### src/sv/skf_pkg.sv
// Shared constants for the scalar Kalman smoother: widths, reset values, register indexes.
package skf_pkg;

    // default number format: signed/unsigned Q16.16
    localparam int DATA_WIDTH_DEF = 32;
    localparam int FRAC_BITS_DEF  = 16;

    // configuration port
    localparam int CFG_IDX_W = 2;

    localparam logic [CFG_IDX_W-1:0] REG_INIT_ESTIMATE     = 2'd0;
    localparam logic [CFG_IDX_W-1:0] REG_PROCESS_NOISE     = 2'd1;
    localparam logic [CFG_IDX_W-1:0] REG_MEASUREMENT_NOISE = 2'd2;

    // register reset values, truncated to DATA_WIDTH where used
    localparam logic [63:0] PNOISE_RESET = 64'd655;
    localparam logic [63:0] MNOISE_RESET = 64'd65536;

endpackage

### src/sv/scalar_kalman_smoother_unit.sv
// Scalar Kalman smoother: predict, serial gain divide, serial update multiplies.
// A word accepted on s_ gives its estimate on m_ after the predict, gain divide, update
// multiply and finish steps; the divide is skipped when R is zero. One word is worked at a
// time: the next word is taken from the cycle in which that estimate appears. The restoring
// divider (one quotient bit a cycle) and the two shift-add multipliers (one multiplier bit a
// cycle) do the serial work; a result still waiting on m_ holds the finish step until taken.
// Reset (aresetn low, synchronous): estimate 0, variance 1.0, Q = 655, R = 1.0 (Q16.16), no result.
module scalar_kalman_smoother_unit #(
    parameter int DATA_WIDTH = skf_pkg::DATA_WIDTH_DEF,
    parameter int FRAC_BITS  = skf_pkg::FRAC_BITS_DEF,
    localparam int TDATA_W   = ((DATA_WIDTH + 7) / 8) * 8
) (
    input  logic                         aclk,
    input  logic                         aresetn,

    // input words
    input  logic                         s_tvalid,
    output logic                         s_tready,
    input  logic [TDATA_W-1:0]           s_tdata,   // [DATA_WIDTH-1:0] sample, rest zero

    // result words
    output logic                         m_tvalid,
    input  logic                         m_tready,
    output logic [TDATA_W-1:0]           m_tdata,   // [DATA_WIDTH-1:0] estimate, rest zero

    // configuration writes
    input  logic                         cfg_we,
    input  logic [skf_pkg::CFG_IDX_W-1:0] cfg_index,
    input  logic [DATA_WIDTH-1:0]        cfg_data
);

    localparam int W     = DATA_WIDTH;
    localparam int F     = FRAC_BITS;
    localparam int CNT_W = $clog2(F + 1);
    localparam int ACC_W = W + F + 2;

    // 1.0 as gain (F+1 bits) and as variance (W bits)
    localparam logic [F:0]   GAIN_ONE = {1'b1, {F{1'b0}}};
    localparam logic [W-1:0] VAR_ONE  = W'(64'd1 << F);

    // sequencer
    localparam logic [2:0] ST_IDLE  = 3'd0;  // waiting for a sample
    localparam logic [2:0] ST_PRED  = 3'd1;  // P + Q, saturated
    localparam logic [2:0] ST_DENOM = 3'd2;  // P_pred + R, divider load
    localparam logic [2:0] ST_DIV   = 3'd3;  // one gain bit a cycle
    localparam logic [2:0] ST_MLOAD = 3'd4;  // multiplier load
    localparam logic [2:0] ST_MUL   = 3'd5;  // one multiplier bit a cycle
    localparam logic [2:0] ST_FIN   = 3'd6;  // round, update state, present result

    logic [2:0]       state_reg;
    logic [CNT_W-1:0] cnt_reg;

    // filter state and registers
    logic [W-1:0] est_reg;
    logic [W-1:0] var_reg;
    logic [W-1:0] pnoise_reg;
    logic [W-1:0] mnoise_reg;

    // per-word datapath
    logic [W-1:0]   mag_reg;      // |sample - estimate|
    logic           dir_reg;      // sample >= estimate
    logic [W-1:0]   ppred_reg;
    logic [W:0]     denom_reg;
    logic [W:0]     rem_reg;
    logic [F:0]     quo_reg;      // gain, Q1.F, 1.0 reachable
    logic [F:0]     mfa_reg;      // gain, shifted out LSB first
    logic [F:0]     mfb_reg;      // 1 - gain, shifted out LSB first
    logic [ACC_W-1:0] acca_reg;   // mag * gain
    logic [ACC_W-1:0] accb_reg;   // P_pred * (1 - gain)

    logic           m_valid_reg;
    logic [W-1:0]   out_reg;

    logic           s_acc;
    logic [W-1:0]   samp;
    logic           samp_ge;
    logic [W:0]     psum;
    logic [W+1:0]   rsh;
    logic           qbit;
    logic [W:0]     rem_next;
    logic [W+1:0]   suma;
    logic [W+1:0]   sumb;
    logic [W-1:0]   step;
    logic [W-1:0]   var_next;
    logic [W-1:0]   est_next;
    logic           fin_go;

    assign s_tready = (state_reg == ST_IDLE);
    assign s_acc    = s_tvalid && s_tready;
    assign m_tvalid = m_valid_reg;
    assign m_tdata  = TDATA_W'(out_reg);

    assign samp    = s_tdata[W-1:0];
    assign samp_ge = ($signed(samp) >= $signed(est_reg));

    assign psum = {1'b0, var_reg} + {1'b0, pnoise_reg};

    // restoring divide step; the dividend bits left are all zero
    assign rsh      = {rem_reg, 1'b0};
    assign qbit     = (rsh >= {1'b0, denom_reg});
    assign rem_next = qbit ? (W+1)'(rsh - {1'b0, denom_reg}) : rsh[W:0];

    // shift-add steps
    assign suma = {1'b0, acca_reg[ACC_W-1:F+1]} + (mfa_reg[0] ? {2'b0, mag_reg}   : '0);
    assign sumb = {1'b0, accb_reg[ACC_W-1:F+1]} + (mfb_reg[0] ? {2'b0, ppred_reg} : '0);

    // round to nearest, half up: floor(x / 2^F) plus bit F-1
    assign step     = acca_reg[F+W-1:F] + W'(acca_reg[F-1]);
    assign var_next = accb_reg[F+W-1:F] + W'(accb_reg[F-1]);
    assign est_next = dir_reg ? (est_reg + step) : (est_reg - step);

    assign fin_go = (state_reg == ST_FIN) && (!m_valid_reg || m_tready);

    // control and filter state
    always_ff @(posedge aclk) begin
        if (!aresetn) begin
            state_reg   <= ST_IDLE;
            cnt_reg     <= '0;
            m_valid_reg <= 1'b0;
            est_reg     <= '0;
            var_reg     <= VAR_ONE;
            pnoise_reg  <= skf_pkg::PNOISE_RESET[W-1:0];
            mnoise_reg  <= skf_pkg::MNOISE_RESET[W-1:0];
        end else begin
            // new result replaces a taken one in the same cycle
            if (fin_go) begin
                m_valid_reg <= 1'b1;
            end else if (m_tready) begin
                m_valid_reg <= 1'b0;
            end

            if (cfg_we) begin
                unique case (cfg_index)
                    skf_pkg::REG_INIT_ESTIMATE: begin
                        est_reg <= cfg_data;
                        var_reg <= VAR_ONE;
                    end
                    skf_pkg::REG_PROCESS_NOISE:     pnoise_reg <= cfg_data;
                    skf_pkg::REG_MEASUREMENT_NOISE: mnoise_reg <= cfg_data;
                    default: ;  // unused index, write dropped
                endcase
            end

            unique case (state_reg)
                ST_IDLE: begin
                    if (s_acc) begin
                        state_reg <= ST_PRED;
                    end
                end
                ST_PRED: begin
                    state_reg <= ST_DENOM;
                end
                ST_DENOM: begin
                    cnt_reg   <= '0;
                    // R of zero: gain is 1.0, or 0 when the divisor is zero too
                    state_reg <= (mnoise_reg == '0) ? ST_MLOAD : ST_DIV;
                end
                ST_DIV: begin
                    cnt_reg <= cnt_reg + 1'b1;
                    if (cnt_reg == CNT_W'(F - 1)) begin
                        state_reg <= ST_MLOAD;
                    end
                end
                ST_MLOAD: begin
                    cnt_reg   <= '0;
                    state_reg <= ST_MUL;
                end
                ST_MUL: begin
                    cnt_reg <= cnt_reg + 1'b1;
                    if (cnt_reg == CNT_W'(F)) begin
                        state_reg <= ST_FIN;
                    end
                end
                ST_FIN: begin
                    if (fin_go) begin
                        est_reg   <= est_next;
                        var_reg   <= var_next;
                        state_reg <= ST_IDLE;
                    end
                end
                default: begin
                    state_reg <= ST_IDLE;
                end
            endcase
        end
    end

    // datapath, no reset needed
    always_ff @(posedge aclk) begin
        if (s_acc) begin
            dir_reg <= samp_ge;
            mag_reg <= samp_ge ? (samp - est_reg) : (est_reg - samp);
        end
        if (state_reg == ST_PRED) begin
            ppred_reg <= psum[W] ? '1 : psum[W-1:0];
        end
        if (state_reg == ST_DENOM) begin
            denom_reg <= {1'b0, ppred_reg} + {1'b0, mnoise_reg};
            // P_pred < divisor here, so the integer quotient bits are all zero
            rem_reg   <= {1'b0, ppred_reg};
            quo_reg   <= ((mnoise_reg != '0) || (ppred_reg == '0)) ? '0 : GAIN_ONE;
        end
        if (state_reg == ST_DIV) begin
            rem_reg <= rem_next;
            quo_reg <= {quo_reg[F-1:0], qbit};
        end
        if (state_reg == ST_MLOAD) begin
            mfa_reg  <= quo_reg;
            mfb_reg  <= GAIN_ONE - quo_reg;
            acca_reg <= '0;
            accb_reg <= '0;
        end
        if (state_reg == ST_MUL) begin
            acca_reg <= {suma, acca_reg[F:1]};
            accb_reg <= {sumb, accb_reg[F:1]};
            mfa_reg  <= {1'b0, mfa_reg[F:1]};
            mfb_reg  <= {1'b0, mfb_reg[F:1]};
        end
        if (fin_go) begin
            out_reg <= est_next;
        end
    end

endmodule

### config.mk
export PLATFORM = sky130hd
export DESIGN_NAME = scalar_kalman_smoother_unit
export DESIGN_NICKNAME = d
export VERILOG_FILES = /design/src/sv/skf_pkg.sv /design/src/sv/scalar_kalman_smoother_unit.sv
export SDC_FILE = /design/constraint.sdc
export NUM_CORES = 1
export LEC_CHECK = 0
export BUFFER_PORTS_ARGS = -buffer_cell sky130_fd_sc_hd__buf_2
export CAP_MARGIN = 20
export CORE_MARGIN = 2
export CORE_UTILIZATION = 60
export CTS_CLUSTER_SIZE = 40
export DETAILED_ROUTE_END_ITERATION = 8
export PLACE_DENSITY = 0.87
export SETUP_SLACK_MARGIN = 0.2
export SYNTH_ARGS = -nofsm -noshare
export SYNTH_HDL_FRONTEND = slang
export SYNTH_SLANG_ARGS = --single-unit
export TNS_END_PERCENT = 20
### constraint.sdc
create_clock -name aclk -period 8.01 [get_ports aclk]
set_input_delay 1.602 -clock aclk [delete_from_list [all_inputs] [get_ports aclk]]
set_output_delay 1.602 -clock aclk [all_outputs]
set_load 0.01 [all_outputs]
==> results.ini <==
[layout]
fillers = 4347
areaGrowthSynthToFinish_pct = 8.09
drive_gt1_share_pct = 6.84
nets = 4141
final_common_cell = nand2_1
final_cell_mix = 439 x nand2_1, 314 x nor2_1, 282 x a21oi_1, 282 x edfxtp_1, 268 x ha_1

[clock_network]
post_cts_buffers = 0
cts.htree.levels = 2
postCtsHoldBufs = 0
cts_tree = yes
clk_pin_slew_ps = 60
cts_resized = 0
insertion_delay_ps = 610
clockBufferDepth = 3
cts-root-buf = clkbuf_16
clock-sinks = 421
numCtsBuffers = 46

[route]
ant_nets = 0
drc = 0
viasPerCell = 6.42
firstDrtPassIters = 6
drtIter0Drc = 2969
drt-wirelength-per-cell_um = 20.9
num_vias = 29096
routed_wl_mm = 94.8

[pwr]
pwr_density_cell_mw_per_mm2 = 211
leakage_uw = 0.0145
irDropWorstVdd_mv = 0.149

[worst_setup_path]
crit_fanout = 8
critical_path_required_ps = 8500
cp_num_buf_inv = 0
crit_family = compound AO/OA/AOI/OAI gates
critPathCaptureType = register
crit_path_start_kind = register
slowest_stage = a2111oi_0
cp_cell_sequence = ha_1 > nand4_2 > or3_1 > a311o_1 > nor3_2 > nand2_1 > nor2_1 > nor2_1 > xnor2_1 > ha_1 > a21o_1 > a21o_1 > a2111oi_0 > o2111ai_1 > nand3_1 > nand3b_1 > a211oi_1 > nor2_1 > o211a_1
worstSetupPathType = reg2reg
critPathMaxStageDelay_ps = 640
critPathArrivalTime_ps = 6230
cpMostUsedCell = nor2_1

[timing]
hold_viol = 0
fin_worst_skew_ps = 31.2
max_freq_mhz = 174
hold_slack_ps = 461
worst_pin_slew_ps = 1130
report.final.setup_viol = 0
finalCriticalPeriod_ps = 5740
finalCritPeriodShare_pct = 71.6
rsz0062_at_grt = no
fin_tns_setup_ps = 0
slew-limit-headroom_pct = 24.6
slew_violations = 0

[placed_design]
port_buffers = 104
hpwlAfterDp_mm = 70.5
gp_congestion = 1.00

[synthesis]
synth_xor_area_share_pct = 7.43
synth_area_sq_mm = 0.0323
yosys_register_bits = 421
syn_area_per_cell_sq_um = 8.54
synthMuxAreaShare_pct = 1.53
postSynth.asyncResetShare_pct = 0
synth_top_family_by_area = compound AO/OA/AOI/OAI gates
synthesis.nets = 4133
synth_ff_type = edfxtp_1
synth-edff-count = 282
synth_adder_area_share_pct = 10.9
synth_cell_types = 80
syn_inst = 3786
synth_compound_area_share_pct = 20.9
synthSimpleGateAreaFrac_pct = 20.2
yosys_warnings = 0
seq_area_frac_synth_pct = 34.8

[die]
die-area_sq_mm = 0.0557
die_h_um = 236
core_area_sq_mm = 0.0535
die_w_um = 236
rows = 85
start_util_pct = 60.4
io_pins = 105

[global_route]
grt_start_max_net_pins = 93
grt_overflow = 0
grt_usage_pct = 33.4
grt_pass1_vias = 27828
antenna_found_initial = 5
grt_pass1_wl_mm = 150

[hold_path]
min_path_type = reg2reg

[outcome]
status = finished clean

[job]
drv_cap = 0

==> tightest hold or removal path: stages, from the launching register on <==
cell and delay (ps):
dfxtp_1 310, nand2_1 60, nand2_1 50
==> per-layer routing <==
layer  global-route usage (%)  part of all wire, %  wire (um)
met1                     43.1                   40      37900
met2                     54.8                   46      43700
met5                        0                0.043         41
met4                     15.9                  4.8       4580
met3                     5.76                  9.1       8590
==> kinds of logic (layout without fill, tap and decap cells) <==
kind of cell	count (synthesis)	count (layout)
and+or+nand+nor	1367	1367
AOI/OAI and AO/OA	1041	1041
DFF	421	421
buffers and inverters	358	404
adders and majority gates	276	276
xor gates and xnor gates	274	274
muxes	49	49
other	0	2
==> metrics by stage <==
stage	total power (uW)	cells	cell area [sq um]	utilization [%]	worst slack, ps
final	7370	4530	34900	65.3	2270
after global routing	7700	4529	34900	65.3	2030
after CTS	7330	4527	34900	65.3	2510
after detailed placement	5040	4441	33300	62.2	2410
after global placement	4980	4441	33300	62.2	2410
after floorplan	4450	3786	32300	-	3220
==> path summary, 6_finish.rpt <==
path / start / to / slack (ps) / cells past startpoint
max reg2reg: acca_reg[15] / est_reg[28] / 2270 / 19
max: acca_reg[15] / est_reg[28] / 2270 / 19
min: mfa_reg[16] / mfa_reg[16] / 460 / 2
min reg2reg: mfa_reg[16] / mfa_reg[16] / 460 / 2
==> layout make-up <==
cell class                 instances  area, sq um  area share, %
clock inverter                    17          195          0.559
tap                              696          871           2.49
timing repair buffer             131          731           2.09
antenna                            2         5.00         0.0143
multi-input combinational       3007        19700           56.5
clock buffer                      69         1440           4.11
inverter                         187          704           2.02
sequential                       421        11300           32.2
==> power breakdown <==
group          leakage (uW)  total, uW  switching [uW]  internal, uW
sequential          0.00368       2780             171          2610
combinational       0.00999       2290            1410           881
clock              0.000796       2290             945          1350
total                0.0145       7370            2530          4840
==> cell usage after synthesis (46+ instances only) <==
master | n | area [sq um]
nand2_1 | 441 | 1660
nor2_1 | 316 | 1190
a21oi_1 | 282 | 1410
edfxtp_1 | 282 | 8470
ha_1 | 268 | 3350
o21ai_0 | 212 | 1060
inv_1 | 186 | 698
xnor2_1 | 169 | 1480
clkbuf_1 | 143 | 537
dfxtp_1 | 139 | 2780
nand3_1 | 131 | 656
xor2_1 | 105 | 920
a21o_1 | 96 | 721
and2_1 | 92 | 576
nor3_1 | 86 | 430
a21boi_0 | 76 | 571
and3_1 | 58 | 363
o211ai_1 | 50 | 375
o21a_1 | 50 | 375
nand4_1 | 46 | 288
Note: power is estimated with default switching activity, not from simulation.
